===== src/rtl/ffsa_pkg.sv =====
package ffsa_pkg;

    // Default segment size in slots
    localparam int SLOTS_DEF = 256;

    // Field widths
    localparam int FUNC_W     = 1;
    localparam int SIZE_W     = 9;
    localparam int ADDR_W     = 16;
    localparam int USABLE_W   = 9;
    localparam int CFG_IDX_W  = 1;
    localparam int CFG_DATA_W = 16;

    // Register reset values
    localparam logic [ADDR_W-1:0]   BASE_RST   = 16'h0000;
    localparam logic [USABLE_W-1:0] USABLE_RST = 9'd255;

    // Request codes
    localparam logic [FUNC_W-1:0] FUNC_FIRST_FIT = 1'b0;
    localparam logic [FUNC_W-1:0] FUNC_FIXED     = 1'b1;

    // Configuration register indexes
    localparam logic [CFG_IDX_W-1:0] CFG_BASE   = 1'b0;
    localparam logic [CFG_IDX_W-1:0] CFG_USABLE = 1'b1;

    // Controller to datapath commands
    typedef struct packed {
        logic clr;
        logic load;
        logic scan_start;
        logic scan;
        logic mark;
        logic resp_ok;
        logic resp_fail;
    } t_cmd;

    // Datapath to controller status
    typedef struct packed {
        logic clr_last;
        logic pre_ok;
        logic found;
        logic fail;
        logic mark_last;
        logic out_free;
    } t_status;

endpackage


===== src/rtl/ffsa_ctrl.sv =====
module ffsa_ctrl (
    input  logic             i_clk,
    input  logic             i_rst_n,
    input  logic             i_in_valid,
    input  ffsa_pkg::t_status i_status,
    output ffsa_pkg::t_cmd   o_cmd,
    output logic             o_in_stall
);
    import ffsa_pkg::*;

    typedef enum logic [2:0] {
        S_CLEAR,
        S_IDLE,
        S_CHECK,
        S_SCAN,
        S_MARK,
        S_RESP
    } t_state;

    t_state r_state, n_state;
    logic   r_ok, n_ok;
    t_cmd   cmd;

    // Next state and commands
    always_comb begin
        n_state = r_state;
        n_ok    = r_ok;
        cmd     = '0;
        case (r_state)
            S_CLEAR: begin
                cmd.clr = 1'b1;
                if (i_status.clr_last) begin
                    n_state = S_IDLE;
                end
            end
            S_IDLE: begin
                if (i_in_valid) begin
                    cmd.load = 1'b1;
                    n_state  = S_CHECK;
                end
            end
            S_CHECK: begin
                if (i_status.pre_ok) begin
                    cmd.scan_start = 1'b1;
                    n_state        = S_SCAN;
                end else begin
                    n_ok    = 1'b0;
                    n_state = S_RESP;
                end
            end
            S_SCAN: begin
                cmd.scan = 1'b1;
                if (i_status.found) begin
                    n_state = S_MARK;
                end else if (i_status.fail) begin
                    n_ok    = 1'b0;
                    n_state = S_RESP;
                end
            end
            S_MARK: begin
                cmd.mark = 1'b1;
                if (i_status.mark_last) begin
                    n_ok    = 1'b1;
                    n_state = S_RESP;
                end
            end
            S_RESP: begin
                if (i_status.out_free) begin
                    cmd.resp_ok   = r_ok;
                    cmd.resp_fail = !r_ok;
                    n_state       = S_IDLE;
                end
            end
            default: begin
                n_state = S_IDLE;
            end
        endcase
    end

    // Hold state and outcome
    always_ff @(posedge i_clk) begin
        if (!i_rst_n) begin
            r_state <= S_CLEAR;
            r_ok    <= 1'b0;
        end else begin
            r_state <= n_state;
            r_ok    <= n_ok;
        end
    end

    assign o_cmd      = cmd;
    assign o_in_stall = (r_state != S_IDLE);

endmodule


===== src/rtl/ffsa_dp.sv =====
module ffsa_dp #(
    parameter int SLOTS = ffsa_pkg::SLOTS_DEF
) (
    input  logic                            i_clk,
    input  logic                            i_rst_n,
    input  logic                            i_cfg_we,
    input  logic [ffsa_pkg::CFG_IDX_W-1:0]  i_cfg_index,
    input  logic [ffsa_pkg::CFG_DATA_W-1:0] i_cfg_data,
    input  logic [ffsa_pkg::FUNC_W-1:0]     i_func,
    input  logic [ffsa_pkg::SIZE_W-1:0]     i_size,
    input  logic [ffsa_pkg::ADDR_W-1:0]     i_address,
    input  logic                            i_out_stall,
    input  ffsa_pkg::t_cmd                  i_cmd,
    output ffsa_pkg::t_status               o_status,
    output logic                            o_out_valid,
    output logic                            o_out_ok,
    output logic [ffsa_pkg::ADDR_W-1:0]     o_out_granted_address
);
    import ffsa_pkg::*;

    // Slot index width and a width that also holds the slot count
    localparam int SW = $clog2(SLOTS);
    localparam int LW = (SW + 1 > USABLE_W) ? SW + 1 : USABLE_W;
    localparam int EW = ADDR_W + 1;
    localparam logic [LW-1:0] SLOTS_L = LW'(SLOTS);

    // Configuration
    logic [ADDR_W-1:0]   r_base;
    logic [USABLE_W-1:0] r_usable;

    // Request
    logic [FUNC_W-1:0] r_func;
    logic [SIZE_W-1:0] r_size;
    logic [EW-1:0]     r_off;

    // Scan
    logic [LW-1:0]     r_rd;
    logic [LW-1:0]     r_ck;
    logic              r_ck_valid;
    logic [SIZE_W-1:0] r_run;
    logic              r_rdata;

    // Marking and clearing
    logic [SW-1:0]     r_clr;
    logic [SW-1:0]     r_start;
    logic [SW-1:0]     r_mark;
    logic [SIZE_W-1:0] r_left;

    // Result word
    logic              r_out_valid;
    logic              r_out_ok;
    logic [ADDR_W-1:0] r_out_addr;

    // Slot flags
    logic mem [SLOTS];

    logic [LW-1:0]     limit;
    logic [EW-1:0]     fix_end;
    logic              pre_ok;
    logic [LW-1:0]     lo;
    logic [LW-1:0]     hi;
    logic              rd_en;
    logic              found;
    logic              fail;
    logic [LW-1:0]     start_found;
    logic              wr_en;
    logic [SW-1:0]     wr_addr;

    // Usable limit, clamped to the segment
    assign limit = (LW'(r_usable) > SLOTS_L) ? SLOTS_L : LW'(r_usable);

    // Range check before scanning
    assign fix_end = {1'b0, r_off[ADDR_W-1:0]} + EW'(r_size);
    always_comb begin
        if (r_size == '0) begin
            pre_ok = 1'b0;
        end else if (r_func == FUNC_FIXED) begin
            pre_ok = !r_off[ADDR_W] && (fix_end <= EW'(limit));
        end else begin
            pre_ok = (LW'(r_size) <= limit);
        end
    end

    assign lo = (r_func == FUNC_FIXED) ? r_off[LW-1:0] : '0;
    assign hi = (r_func == FUNC_FIXED) ? fix_end[LW-1:0] : limit;

    // Scan results on the returned flag
    assign rd_en = i_cmd.scan && (r_rd < hi);
    assign found = r_ck_valid && !r_rdata && ((r_run + SIZE_W'(1)) == r_size);
    assign fail  = r_ck_valid && !found &&
                   ((r_rdata && (r_func == FUNC_FIXED)) || ((r_ck + LW'(1)) == hi));
    assign start_found = r_ck + LW'(1) - LW'(r_size);

    // Write port: clear pass or marking
    assign wr_en   = i_cmd.clr || i_cmd.mark;
    assign wr_addr = i_cmd.clr ? r_clr : r_mark;

    always_ff @(posedge i_clk) begin
        if (wr_en) begin
            mem[wr_addr] <= i_cmd.mark;
        end
    end

    always_ff @(posedge i_clk) begin
        if (rd_en) begin
            r_rdata <= mem[r_rd[SW-1:0]];
        end
    end

    // Configuration registers
    always_ff @(posedge i_clk) begin
        if (!i_rst_n) begin
            r_base   <= BASE_RST;
            r_usable <= USABLE_RST;
        end else if (i_cfg_we) begin
            case (i_cfg_index)
                CFG_BASE:   r_base   <= i_cfg_data[ADDR_W-1:0];
                CFG_USABLE: r_usable <= i_cfg_data[USABLE_W-1:0];
                default: begin
                end
            endcase
        end
    end

    // Latch the request; offset keeps the borrow in its top bit
    always_ff @(posedge i_clk) begin
        if (i_cmd.load) begin
            r_func <= i_func;
            r_size <= i_size;
            r_off  <= {1'b0, i_address} - {1'b0, r_base};
        end
    end

    // Clear pass counter
    always_ff @(posedge i_clk) begin
        if (!i_rst_n) begin
            r_clr <= '0;
        end else if (i_cmd.clr) begin
            r_clr <= r_clr + SW'(1);
        end
    end

    // Advance the scan, one flag a cycle
    always_ff @(posedge i_clk) begin
        if (!i_rst_n) begin
            r_ck_valid <= 1'b0;
        end else if (i_cmd.scan_start) begin
            r_ck_valid <= 1'b0;
        end else if (i_cmd.scan) begin
            r_ck_valid <= rd_en;
        end
    end

    always_ff @(posedge i_clk) begin
        if (i_cmd.scan_start) begin
            r_rd  <= lo;
            r_run <= '0;
        end else if (i_cmd.scan) begin
            if (rd_en) begin
                r_rd <= r_rd + LW'(1);
                r_ck <= r_rd;
            end
            if (r_ck_valid) begin
                r_run <= r_rdata ? '0 : r_run + SIZE_W'(1);
            end
        end
    end

    // Hold the start of the run and walk it while marking
    always_ff @(posedge i_clk) begin
        if (i_cmd.scan && found) begin
            r_start <= start_found[SW-1:0];
            r_mark  <= start_found[SW-1:0];
            r_left  <= r_size;
        end else if (i_cmd.mark) begin
            r_mark <= r_mark + SW'(1);
            r_left <= r_left - SIZE_W'(1);
        end
    end

    // Result register
    always_ff @(posedge i_clk) begin
        if (!i_rst_n) begin
            r_out_valid <= 1'b0;
        end else if (i_cmd.resp_ok || i_cmd.resp_fail) begin
            r_out_valid <= 1'b1;
        end else if (!i_out_stall) begin
            r_out_valid <= 1'b0;
        end
    end

    always_ff @(posedge i_clk) begin
        if (i_cmd.resp_ok || i_cmd.resp_fail) begin
            r_out_ok   <= i_cmd.resp_ok;
            r_out_addr <= i_cmd.resp_ok ? r_base + ADDR_W'(r_start) : '0;
        end
    end

    assign o_status.clr_last  = (r_clr == SW'(SLOTS - 1));
    assign o_status.pre_ok    = pre_ok;
    assign o_status.found     = found;
    assign o_status.fail      = fail;
    assign o_status.mark_last = (r_left == SIZE_W'(1));
    assign o_status.out_free  = !r_out_valid || !i_out_stall;

    assign o_out_valid           = r_out_valid;
    assign o_out_ok              = r_out_ok;
    assign o_out_granted_address = r_out_addr;

endmodule


===== src/rtl/first_fit_slot_allocator.sv =====
// An accepted request is range checked, then scanned and, if a run is found, marked before
//   the result word; the flag memory is read one slot a cycle in the scan and written one
//   a cycle when marking. One request at a time; the next is taken the cycle after the result
//   word is loaded.
// Reset: synchronous, active low; a clearing pass frees every slot, and requests are
//   stalled until it ends.
module first_fit_slot_allocator #(
    parameter int SLOTS = ffsa_pkg::SLOTS_DEF
) (
    input  logic                            i_clk,
    input  logic                            i_rst_n,
    input  logic                            i_cfg_we,
    input  logic [ffsa_pkg::CFG_IDX_W-1:0]  i_cfg_index,
    input  logic [ffsa_pkg::CFG_DATA_W-1:0] i_cfg_data,
    input  logic                            i_in_valid,
    output logic                            o_in_stall,
    input  logic [ffsa_pkg::FUNC_W-1:0]     i_func,
    input  logic [ffsa_pkg::SIZE_W-1:0]     i_size,
    input  logic [ffsa_pkg::ADDR_W-1:0]     i_address,
    output logic                            o_out_valid,
    input  logic                            i_out_stall,
    output logic                            o_ok,
    output logic [ffsa_pkg::ADDR_W-1:0]     o_granted_address
);
    import ffsa_pkg::*;

    t_cmd    cmd;
    t_status status;

    // Sequencer
    ffsa_ctrl u_ctrl (
        .i_clk      (i_clk),
        .i_rst_n    (i_rst_n),
        .i_in_valid (i_in_valid),
        .i_status   (status),
        .o_cmd      (cmd),
        .o_in_stall (o_in_stall)
    );

    // Flag memory, scan and result register
    ffsa_dp #(
        .SLOTS (SLOTS)
    ) u_dp (
        .i_clk                 (i_clk),
        .i_rst_n               (i_rst_n),
        .i_cfg_we              (i_cfg_we),
        .i_cfg_index           (i_cfg_index),
        .i_cfg_data            (i_cfg_data),
        .i_func                (i_func),
        .i_size                (i_size),
        .i_address             (i_address),
        .i_out_stall           (i_out_stall),
        .i_cmd                 (cmd),
        .o_status              (status),
        .o_out_valid           (o_out_valid),
        .o_out_ok              (o_ok),
        .o_out_granted_address (o_granted_address)
    );

endmodule


===== config.mk =====
export PLATFORM = sky130hd
export DESIGN_NAME = first_fit_slot_allocator
export DESIGN_NICKNAME = d
export VERILOG_FILES = /design/src/rtl/ffsa_pkg.sv /design/src/rtl/ffsa_ctrl.sv /design/src/rtl/ffsa_dp.sv /design/src/rtl/first_fit_slot_allocator.sv
export SDC_FILE = /design/constraint.sdc
export NUM_CORES = 1
export LEC_CHECK = 0
export BUFFER_PORTS_ARGS = -buffer_cell sky130_fd_sc_hd__clkbuf_2
export CORE_UTILIZATION = 30
export DETAILED_ROUTE_END_ITERATION = 10
export GPL_TIMING_DRIVEN = 0
export PLACE_DENSITY = 0.41
export SETUP_SLACK_MARGIN = 0.4
export SYNTH_ARGS = -nofsm -noshare
export SYNTH_HDL_FRONTEND = slang
export SYNTH_SLANG_ARGS = --single-unit
export TNS_END_PERCENT = 20

===== constraint.sdc =====
create_clock -name i_clk -period 9.5 [get_ports i_clk]
set_input_delay 0.475 -clock i_clk [delete_from_list [all_inputs] [get_ports i_clk]]
set_output_delay 0.475 -clock i_clk [all_outputs]
set_load 0.05 [all_outputs]

# ---- After elaboration in Yosys (flattened, before gate mapping)
# Memory sizes are Yosys's and may differ from the RTL's. A register that Yosys moved wholly into a read port is not among the register bits.
# Cells that the tools add are included.
dict set report op_classes {
  n_addsub 10
  magnitude_cmp 4
  n_eq_ne 19
  muxes 40
  bitwise 3
  n_reduce_logical 32
}
# operator count
set ops {}
lappend ops {{2-to-1 mux 9 bit} 9}
lappend ops {{adder 9 x 1 -> 9 bit, second input constant} 3}
lappend ops {{2-to-1 mux 8 bit} 3}
lappend ops {{2-to-1 mux 3 bit} 7}
lappend ops {{== test 9 bit} 2}
lappend ops {{one-hot mux 3 bit (6 select lines)} 1}
lappend ops {{adder 16 x 9 -> 17 bit} 1}
lappend ops {{<= comparator 17 x 9 -> 1 bit} 1}
lappend ops {{2-to-1 mux 1 bit} 17}
lappend ops {{subtractor 16 x 16 -> 17 bit} 1}
lappend ops {{adder 16 x 8 -> 16 bit} 1}
lappend ops {{adder 8 x 1 -> 8 bit, second input constant} 2}
lappend ops {{!= test 2 bit, second input constant} 6}
lappend ops {{AND reduction 5 bit} 2}
lappend ops {{== test 9 x 1 -> 1 bit, second input constant} 1}
lappend ops {{greater-than comparator 9 bit, second input constant} 1}
lappend ops {{<= comparator 9 bit} 1}
lappend ops {{logical NOT 9 bit} 1}
lappend ops {{< comparator 9 bit} 1}
lappend ops {{subtractor 9 x 1 -> 9 bit, second input constant} 1}
lappend ops {{== test 8 bit, second input constant} 1}
lappend ops {{logical AND 1 bit} 8}
lappend ops {{AND reduction 2 bit} 4}
lappend ops {{subtractor 8 bit} 1}
lappend ops {{15 further kinds} 32}
dict set report word_totals {
  register_bits 135
  ram_bits 256
  inputBits 48
  memories 1
}
# name words width read_ports rd_ports_with_merged_regs write_ports line_no
set memory_table {}
lappend memory_table {u_dp.mem 256 1 1 1 1 ffsa_dp.sv:55} ;# logic mem [SLOTS];

# ---- Longest topological paths before layout
# Gate-level depths: netlist (run 1).
dict set report depth {
  word_depth 10
  ltp_mapped 19
  ltp_nobuf 17
}

# ---- By module
# From an unflattened synthesis (run 1), not the netlist that was laid out.
dict set report unflattened {
  hier_cells 1786
  hier_area_um2 20390.8
}
# module n_inst cells_per_inst area_each_um2 seq_area_each_um2
set modules_own_cells {}
lappend modules_own_cells {ffsa_dp 1 1740 20026.7 11210.8}
lappend modules_own_cells {ffsa_ctrl 1 46 364.1 80.1}

# ---- Least setup slack after synthesis (run 1)
# No wires, ideal clock.
dict set report synth_path {
  path_type {reg-to-reg}
  startpoint {reg u_ctrl.r_state[2]}
  endpoint {reg u_dp.r_left[0], enable pin}
  arrival_ps 4856
  slack_ps 4303
  stages_incl_launch_ff 5
  path_buffers 2
  path_cell_list {dfxtp_1 > clkbuf_1 > clkbuf_1 > and2_1 > or2_2}
}
# element line_no
set synth_lines {}
lappend synth_lines {{start: declaration} ffsa_ctrl.sv:20} ;# t_state r_state, n_state;
lappend synth_lines {{start signal: assignment} ffsa_ctrl.sv:86} ;# r_state <= n_state;
lappend synth_lines {{end signal: assignment} ffsa_dp.sv:174} ;# r_left <= r_size;
lappend synth_lines {{end signal: assignment} ffsa_dp.sv:177} ;# r_left <= r_left - SIZE_W'(1);
lappend synth_lines {{end: declaration} ffsa_dp.sv:47} ;# logic [SIZE_W-1:0] r_left;

# ---- Worst setup path after layout (run 1)
dict set report layout_path {
  startpoint {reg u_dp.r_size[1]}
  endpoint {reg u_dp.r_rd[8], enable pin}
}
dict set report layout_between {
  elab_chain_len 9
  elab_cells_between_ends 15
}
# element line_no
set layout_lines {}
lappend layout_lines {{start: declaration} ffsa_dp.sv:33} ;# logic [SIZE_W-1:0] r_size;
lappend layout_lines {{start signal: assignment} ffsa_dp.sv:129} ;# r_size <= i_size;
lappend layout_lines {{adder 16 x 9 -> 17 bit} ffsa_dp.sv:73} ;# assign fix_end = {1'b0, r_off[ADDR_W-1:0]} + EW'(r_size);
lappend layout_lines {{<= comparator 17 x 9 -> 1 bit} ffsa_dp.sv:78} ;# pre_ok = !r_off[ADDR_W] && (fix_end <= EW'(limit));
lappend layout_lines {{logical AND 1 bit} ffsa_dp.sv:78}
lappend layout_lines {{2-to-1 mux 1 bit} ffsa_dp.sv:77} ;# end else if (r_func == FUNC_FIXED) begin
lappend layout_lines {{2-to-1 mux 1 bit} ffsa_dp.sv:75} ;# if (r_size == '0) begin
lappend layout_lines {{2-to-1 mux 1 bit} ffsa_ctrl.sv:43} ;# if (i_status.pre_ok) begin
lappend layout_lines {{2-to-1 mux 1 bit} ffsa_ctrl.sv:29} ;# case (r_state)
lappend layout_lines {{nonzero test 2 bit (no source line)} n/a}
lappend layout_lines {{AND reduction 2 bit (no source line) *} n/a}
lappend layout_lines {{end signal: assignment} ffsa_dp.sv:156} ;# r_rd <= lo;
lappend layout_lines {{end signal: assignment} ffsa_dp.sv:160} ;# r_rd <= r_rd + LW'(1);
lappend layout_lines {{end: declaration} ffsa_dp.sv:37} ;# logic [LW-1:0] r_rd;
# Every way passes the cells marked *; elsewhere a longest branch is shown, timed or not.
# A chain may end at the register's enable or synchronous reset.

==> results of run 1 <==
==> per-layer routing <==
layer  GRT usage, %  up-vias
met5              0        -
met4          4.955        0
met3          2.846       80
met2          31.08      270
met1          22.67     6748
li1               -     6325
==> how the worst max path moves through the flow <==
stage,start,to,slack (ns),depth (start not counted)
final,u_dp.r_size[1],u_dp.r_rd[8],4.36,15
after global routing,u_dp.r_size[1],u_dp.r_rd[3],4.04,15
after detailed placement,u_dp.r_size[1],u_dp.r_rd[0],4.31,15
after floorplan,u_ctrl.r_state[2],u_dp.r_left[0],4.30,4
after global placement,u_ctrl.r_state[2],u_dp.mem[95],1.23,3
after CTS,u_dp.r_size[1],u_dp.r_rd[8],4.29,15
==> where the power goes <==
| group | switching [mW] | internal (mW) | leakage, nW |
|---|---|---|---|
| Sequential | 0.00786 | 1.86 | 3.44 |
| Clock | 0.771 | 1.02 | 0.742 |
| Combinational | 0.0919 | 0.0535 | 3.36 |
| Total | 0.871 | 2.93 | 7.54 |
==> cell usage in the layout, fill, tap and decap left out, types with 54 or more instances in the layout <==
cell      Yosys  final
ha_1         73     73
a21oi_1      55     54
edfxtp_1    344    344
nor2_1      324    323
nand2_1     150    150
inv_1        58     58
clkbuf_1     71     82
clkbuf_2      1     66
mux4_2       85     85
==> sequential cells by signal, indices dropped and copies added, names as in the netlist, 9 cells and up <==
signal,cells
u_dp.r_usable,9
u_dp.mem,256
u_dp.r_left,9
u_dp.r_off,17
u_dp.r_run,9
u_dp.r_rd,9
u_dp.o_out_granted_address,16
u_dp.r_size,9
u_dp.r_base,16
u_dp.r_ck,9
==> critical path, cell delays in order (launching register included) <==
cell and delay [ns]:
edfxtp_1 0.56, inv_1 0.30, fa_1 0.33, nor2b_4 0.08, o2111a_1 0.27, or4_1 0.43
and2_1 0.19, ha_1 0.28, o21ai_0 0.18, a21oi_1 0.09, o32a_1 0.17, o41ai_1 0.08
o2111ai_1 0.17, o22ai_1 0.70, nand2_1 0.46, nand2b_1 0.50
==> per-stage QoR <==
stage	instances	util (%)
global placement	2596	32.47
finish	2687	34.91
floorplan	1667	-
global route	2687	34.91
detailed placement	2600	32.62
CTS	2687	34.91
==> layout make-up <==
class	count	area (um2)
clock inverters	28	267.8
flip-flops and latches	392	11290
multi-input cells	1127	8124
fillers	6635	42870
clock buffers	59	1242
plain buffers	89	356.6
inverters	59	221.5
well taps	864	1081
repair buffers	69	407.9
==> kinds of logic after synthesis <==
kind of cell	synth area share [%]
fa+ha+maj	4.972
compound gates	7.164
xor+xnor	3.682
flops	56.51
mux	10.51
buf+inv	2.893
simple gates	14.27
==> impl_metrics.toml, run 1 <==
[grt]
gr-usage-all-layers_pct = 17.80
grt_pass1_vias = 13690
grt_overflow = 0
grt_start_max_net_pins = 79
grt_pass1_wl_um = 88270
antenna_found_initial = 0

[sta]
max-slew-margin-rel_pct = 10.60
max_freq_mhz = 194.4
fin_ws_ns = 4.356
finalSetupViolCount = 0
setup_tns_ns = 0
hold_ws_ns = 0.07693
fin_worst_skew_ns = 0.06058
period_needed_ns = 5.144
rsz0062_at_grt = "no"
worst_slew_pin_slew_ns = 1.327
post-route-period-util_pct = 54.14
finalHoldViolCount = 0
drv_slew = 0

[logic_synthesis]
synthTopCellsByArea = "edfxtp_1 (52%), mux4_2 (9.6%), nor2_1 (6.1%), dfxtp_1 (4.8%), ha_1 (4.6%)"
ys_seq_area_share_pct = 56.51
yosysMostFrequentCell = "edfxtp_1"
synth_nets = 1792
ys.flop_type = "edfxtp_1"
ys_seq_elements = 392
synth_cell_types = 76
synth-edff-count = 344
synth_area_per_cell_um2 = 11.99
syn-cell-area_um2 = 19980
synth_common_cells = "edfxtp_1 (344), nor2_1 (324), nand2_1 (150)"
synthCells = 1667
yosysTopAreaCellShare_pct = 51.70
synth_area_leader_cell = "edfxtp_1"
yosysWarnings = 0
synth-async-reset-ratio_pct = 0

[setup_path]
worstReg2RegStart = "u_dp.r_size[1]"
reg2reg_slack_ns = 4.36
crit_type = "reg2reg"
critPathLaunchType = "flop"
rr_worst_depth = 15
reg2reg_to = "u_dp.r_rd[8]"
worst-path-max-fanout = 9
cp-end-kind = "flop"
critPathRequiredTime_ns = 9.71
arrival_ns = 5.36

[detailed_routing]
wl_met2_um = 29670
antenna_left = 0
firstDrtPassIters = 5
drt_wl_total_um = 59120
drc = 0
post_drt_wl_per_cell_um = 22.00
drt_iter0_drc = 878
viasPerCell = 4.996
routed-via-count = 13420
routed.top_layer = "met4"
m1WireLength_um = 25530
dr_wl_met3_um = 2400

[placed_design]
dp_hpwl_um = 41630
pre_cts_slack_ns = 4.309
dpl-instance-area_um2 = 21480
gp_congestion = 0.8261
io_buffers = 65

[floorplan]
dieArea_um2 = 67630
start_util_pct = 30.33
pin_count = 67
die_h_um = 260.1
fp.dieW_um = 260.1
placementRows = 94
core_um2 = 65860

[min_path]
holdPathStages = 1
min_from = "i_size[0]"
hp-class = "in2reg"
hold-path-endpoint = "u_dp.r_size[0]"

[cts]
clk_path_buf_depth = 3
cts.sinks = 392
cts_resized = 0
cts_setup_buffers = 0
cts-htree-levels = 2
clk_pin_slew_worst_paths_ns = 0.06
hold_buffers = 0
cts_buffers = 48
clkLatencyLatePin_ns = 0.63
cts_tree = "built"
clockRootBuffer = "clkbuf_16"

[power]
power_mw = 3.801
power.leakage_nw = 7.540
vdd_ir_drop_max_v = 0.0001407
power.density_nw_per_um2 = 165.3

[flow_run]
cap_violations = 0

[final_layout]
antenna_cells = 0
syn_to_final_growth_pct = 15.08
finalInstanceArea_um2 = 22990
drive_gt1_share_pct = 14.04
nets = 1911

[status]
status = "complete, no violations"
Power figures use the tool's default switching activity.
==> run 2: changes to the inputs <==
ABC_AREA = 1   (was unset)
PLACE_DENSITY = 0.43   (was 0.41)
clock period = 4.6 ns   (was 9.5 ns; I/O delays follow)
==> run 2 against run 1 <==
Compared with the run above: setup slack got worse by 3.9 ns; utilization increased by 0.54 points; synthesized cell count rose by 32%; global-route usage grew 1.6 points; sequential cell count is the same; highest routed layer unchanged; via count grew 22%.
==> impl_metrics.toml, run 2 <==
[detailed_routing]
drt_wl_total_um = 67870
post_drt_wl_per_cell_um = 20.83
antenna_left = 0
drc = 0
routed-via-count = 16410
viasPerCell = 5.036
routed.top_layer = "met4"
drt_iter0_drc = 1260
dr_wl_met3_um = 3565
wl_met2_um = 31360
firstDrtPassIters = 7
m1WireLength_um = 31280

[setup_path]
rr_worst_depth = 21
arrival_ns = 4.46
crit_chain = "ha_2 -> inv_1 -> fa_1 -> inv_1 -> nand3_1 -> nand2_1 -> nand2_1 -> nand3_1 -> nand2_1 -> ha_1 -> nand2_1 -> nor3_1 -> nand3_1 -> nand2_1 -> nand2_1 -> nor2_1 -> nand2_1 -> nand2_1 -> nand3_2 -> buf_2 -> nand2_4"
crit_buf_inv = 3
crit_type = "reg2reg"
worstReg2RegStart = "u_dp.r_size[0]"
crit_path_max_incr_delay_ns = 0.47
cp-end-kind = "flop"
reg2reg_slack_ns = 0.44
crit_top_cell = "nand2_1"
critPathLaunchType = "flop"
critPathRequiredTime_ns = 4.90
worst-path-max-fanout = 10
crit_slowest_cell = "edfxtp_1"
critPathTopFamily = "simple AND/OR/NAND/NOR gates"
reg2reg_to = "u_dp.r_rd[0]"

[sta]
drv_slew = 0
finalHoldViolCount = 0
post-route-period-util_pct = 90.53
max_freq_mhz = 240.1
worst_slew_pin_slew_ns = 1.046
finalSetupViolCount = 0
max-slew-margin-rel_pct = 30.27
rsz0062_at_grt = "yes"
fin_worst_skew_ns = 0.04012
period_needed_ns = 4.165
fin_ws_ns = 0.4354

[logic_synthesis]
synth_area_per_cell_um2 = 9.298
synth-edff-count = 344
synthXorXnorAreaFrac_pct = 2.516
muxShareOfSynthArea_pct = 0
ys.flop_type = "edfxtp_1"
synth_common_cells = "nor2_1 (460), edfxtp_1 (344), nand2_1 (317)"
synth_simple_gate_area_share_pct = 20.35
yosysTopAreaCellShare_pct = 50.66
syn-cell-area_um2 = 20390
yosysMostFrequentCell = "nor2_1"
synthTopCellsByArea = "edfxtp_1 (51%), nor2_1 (8.5%), nand2_1 (5.8%), o21ai_0 (4.8%), dfxtp_1 (4.7%)"
synth_nets = 2318
ys_seq_area_share_pct = 55.37
ys_seq_elements = 392
synth_top_family_by_area = "simple AND/OR/NAND/NOR gates"
synth-async-reset-ratio_pct = 0
synthAdderAreaFrac_pct = 4.872
synthCells = 2193
synth_compound_area_share_pct = 11.16
synth_cell_types = 57
yosysWarnings = 0
synth_area_leader_cell = "edfxtp_1"

[power]
power.density_nw_per_um2 = 390.7
power.leakage_nw = 8.372
vdd_ir_drop_max_v = 0.0002961

[final_layout]
syn_to_final_growth_pct = 16.76
final_common_cell = "nor2_1"
largest_reg_flops = 256
final_cell_mix = "nor2_1 (458), edfxtp_1 (344), nand2_1 (316)"
largest_register = "u_dp.mem"
finalInstanceArea_um2 = 23810
nets = 2472
fillers = 6889
largestRegisters = "u_dp.mem x256, u_dp.r_off x17"
drive_gt1_share_pct = 9.899

[grt]
grt_pass1_wl_um = 100300
gr-usage-all-layers_pct = 19.41
grt_start_max_net_pins = 53
grt_overflow = 0
grt_pass1_vias = 16020
antenna_found_initial = 2

[cts]
clk_path_buf_depth = 3
cts_buffers = 48
cts-htree-levels = 2
clkLatencyLatePin_ns = 0.62
clockRootBuffer = "clkbuf_16"
clk_pin_slew_worst_paths_ns = 0.06
cts.sinks = 392
cts_tree = "built"

[floorplan]
core_um2 = 67160
pin_count = 67
placementRows = 95
dieArea_um2 = 69020
start_util_pct = 30.36
fp.dieW_um = 262.7
die_h_um = 262.7

[min_path]
holdPathStages = 3
hold-path-endpoint = "u_dp.r_off[16]"
hp-class = "in2reg"
min_from = "i_address[15]"

[placed_design]
dpl-instance-area_um2 = 21960
pre_cts_slack_ns = 0.05745
io_buffers = 66
dp_hpwl_um = 48720
gp_congestion = 0.8573

[flow_run]
cap_violations = 0

[status]
status = "complete, no violations"
-- run 2: cell types whose count changed after synthesis, moves of 34 or more --
cell,previous run,this run
nand3_1,47,111
o22ai_1,1,44
o21ai_0,50,197
nand2_1,150,317
xnor2_1,50,16
nor2_1,324,460
mux4_2,85,0
inv_1,58,171
-- run 2: final cells by class --
type / instances / area [um2] / area share (%)
clock buffer: 63 / 1289 / 5.413
clock inverter: 24 / 232.7 / 0.9775
multi-input combinational: 1523 / 7960 / 33.43
buffer: 98 / 488.0 / 2.050
sequential: 392 / 11290 / 47.42
inverter: 180 / 680.7 / 2.859
antenna: 1 / 2.502 / 0.01051
tap: 873 / 1092 / 4.588
timing repair buffer: 104 / 773.2 / 3.248
-- run 2: how the worst max path moves through the flow --
| stage | end | slack, ns | depth (start not counted) | from |
|---|---|---|---|---|
| finish | u_dp.r_rd[0] | 0.44 | 21 | u_dp.r_size[0] |
| global route | u_dp.r_rd[0] | 0.12 | 21 | u_dp.r_size[0] |
| CTS | u_dp.r_ck[7] | 0.36 | 16 | u_dp.r_size[0] |
| detailed placement | u_dp.r_rd[6] | 0.06 | 21 | u_dp.r_size[0] |
| global placement | u_dp.r_mark[5] | -1.41 | 4 | u_ctrl.r_state[2] |
| floorplan | u_dp.r_left[0] | 0.74 | 4 | u_ctrl.r_state[2] |
-- run 2: metal layers --
metal,track usage [%],up-vias
li1,-,7871
met1,26.59,8010
met5,0,-
met4,5.533,0
met2,31.70,422
met3,2.933,104
-- run 2: through the flow --
step / instances / hold WS, ns / util, % / TNS (ns) / power (mW)
final: 3258 / 0.05686 / 35.45 / 0 / 9.302
after global routing: 3257 / 0.04483 / 35.45 / 0 / 9.695
after global placement: 3132 / 0.4083 / 32.49 / -204.42 / 5.651
after detailed placement: 3139 / 0.4086 / 32.71 / 0 / 5.678
after CTS: 3257 / 0.02882 / 35.44 / 0 / 9.405
after floorplan: 2193 / 0.3289 / - / 0 / 5.137
-- run 2: repair_timing --
item	4_1_cts	5_1_grt
gates resized for setup	3	1
endpoints found under the setup margin	27	36
endpoints found under the hold margin	35	0
hold buffers	29	0
setup buffers	2	0
cloned	0	0
-- run 2: report_power, final --
group	leakage (nW)	total (mW)	internal (mW)	switching (mW)
registers	3.11	4.04	3.96	0.0797
clock network	0.740	3.68	2.10	1.58
logic	4.53	1.58	0.461	1.12
total	8.37	9.30	6.52	2.78
-- run 2: kinds of logic after synthesis --
| group | after synthesis |
|---|---|
| fa+ha+maj | 77 |
| xor+xnor | 57 |
| simple gates | 989 |
| compound gates | 400 |
| flops | 392 |
| buf+inv | 278 |
-- run 2: worst register-to-register path: cells and delay by family (launching register included) --
| kind | cells | cell delay [ns] |
|---|---|---|
| and+or+nand+nor | 15 | 1.95 |
| adders and majority gates | 3 | 1.01 |
| DFF | 1 | 0.47 |
| buffers and inverters | 3 | 0.46 |
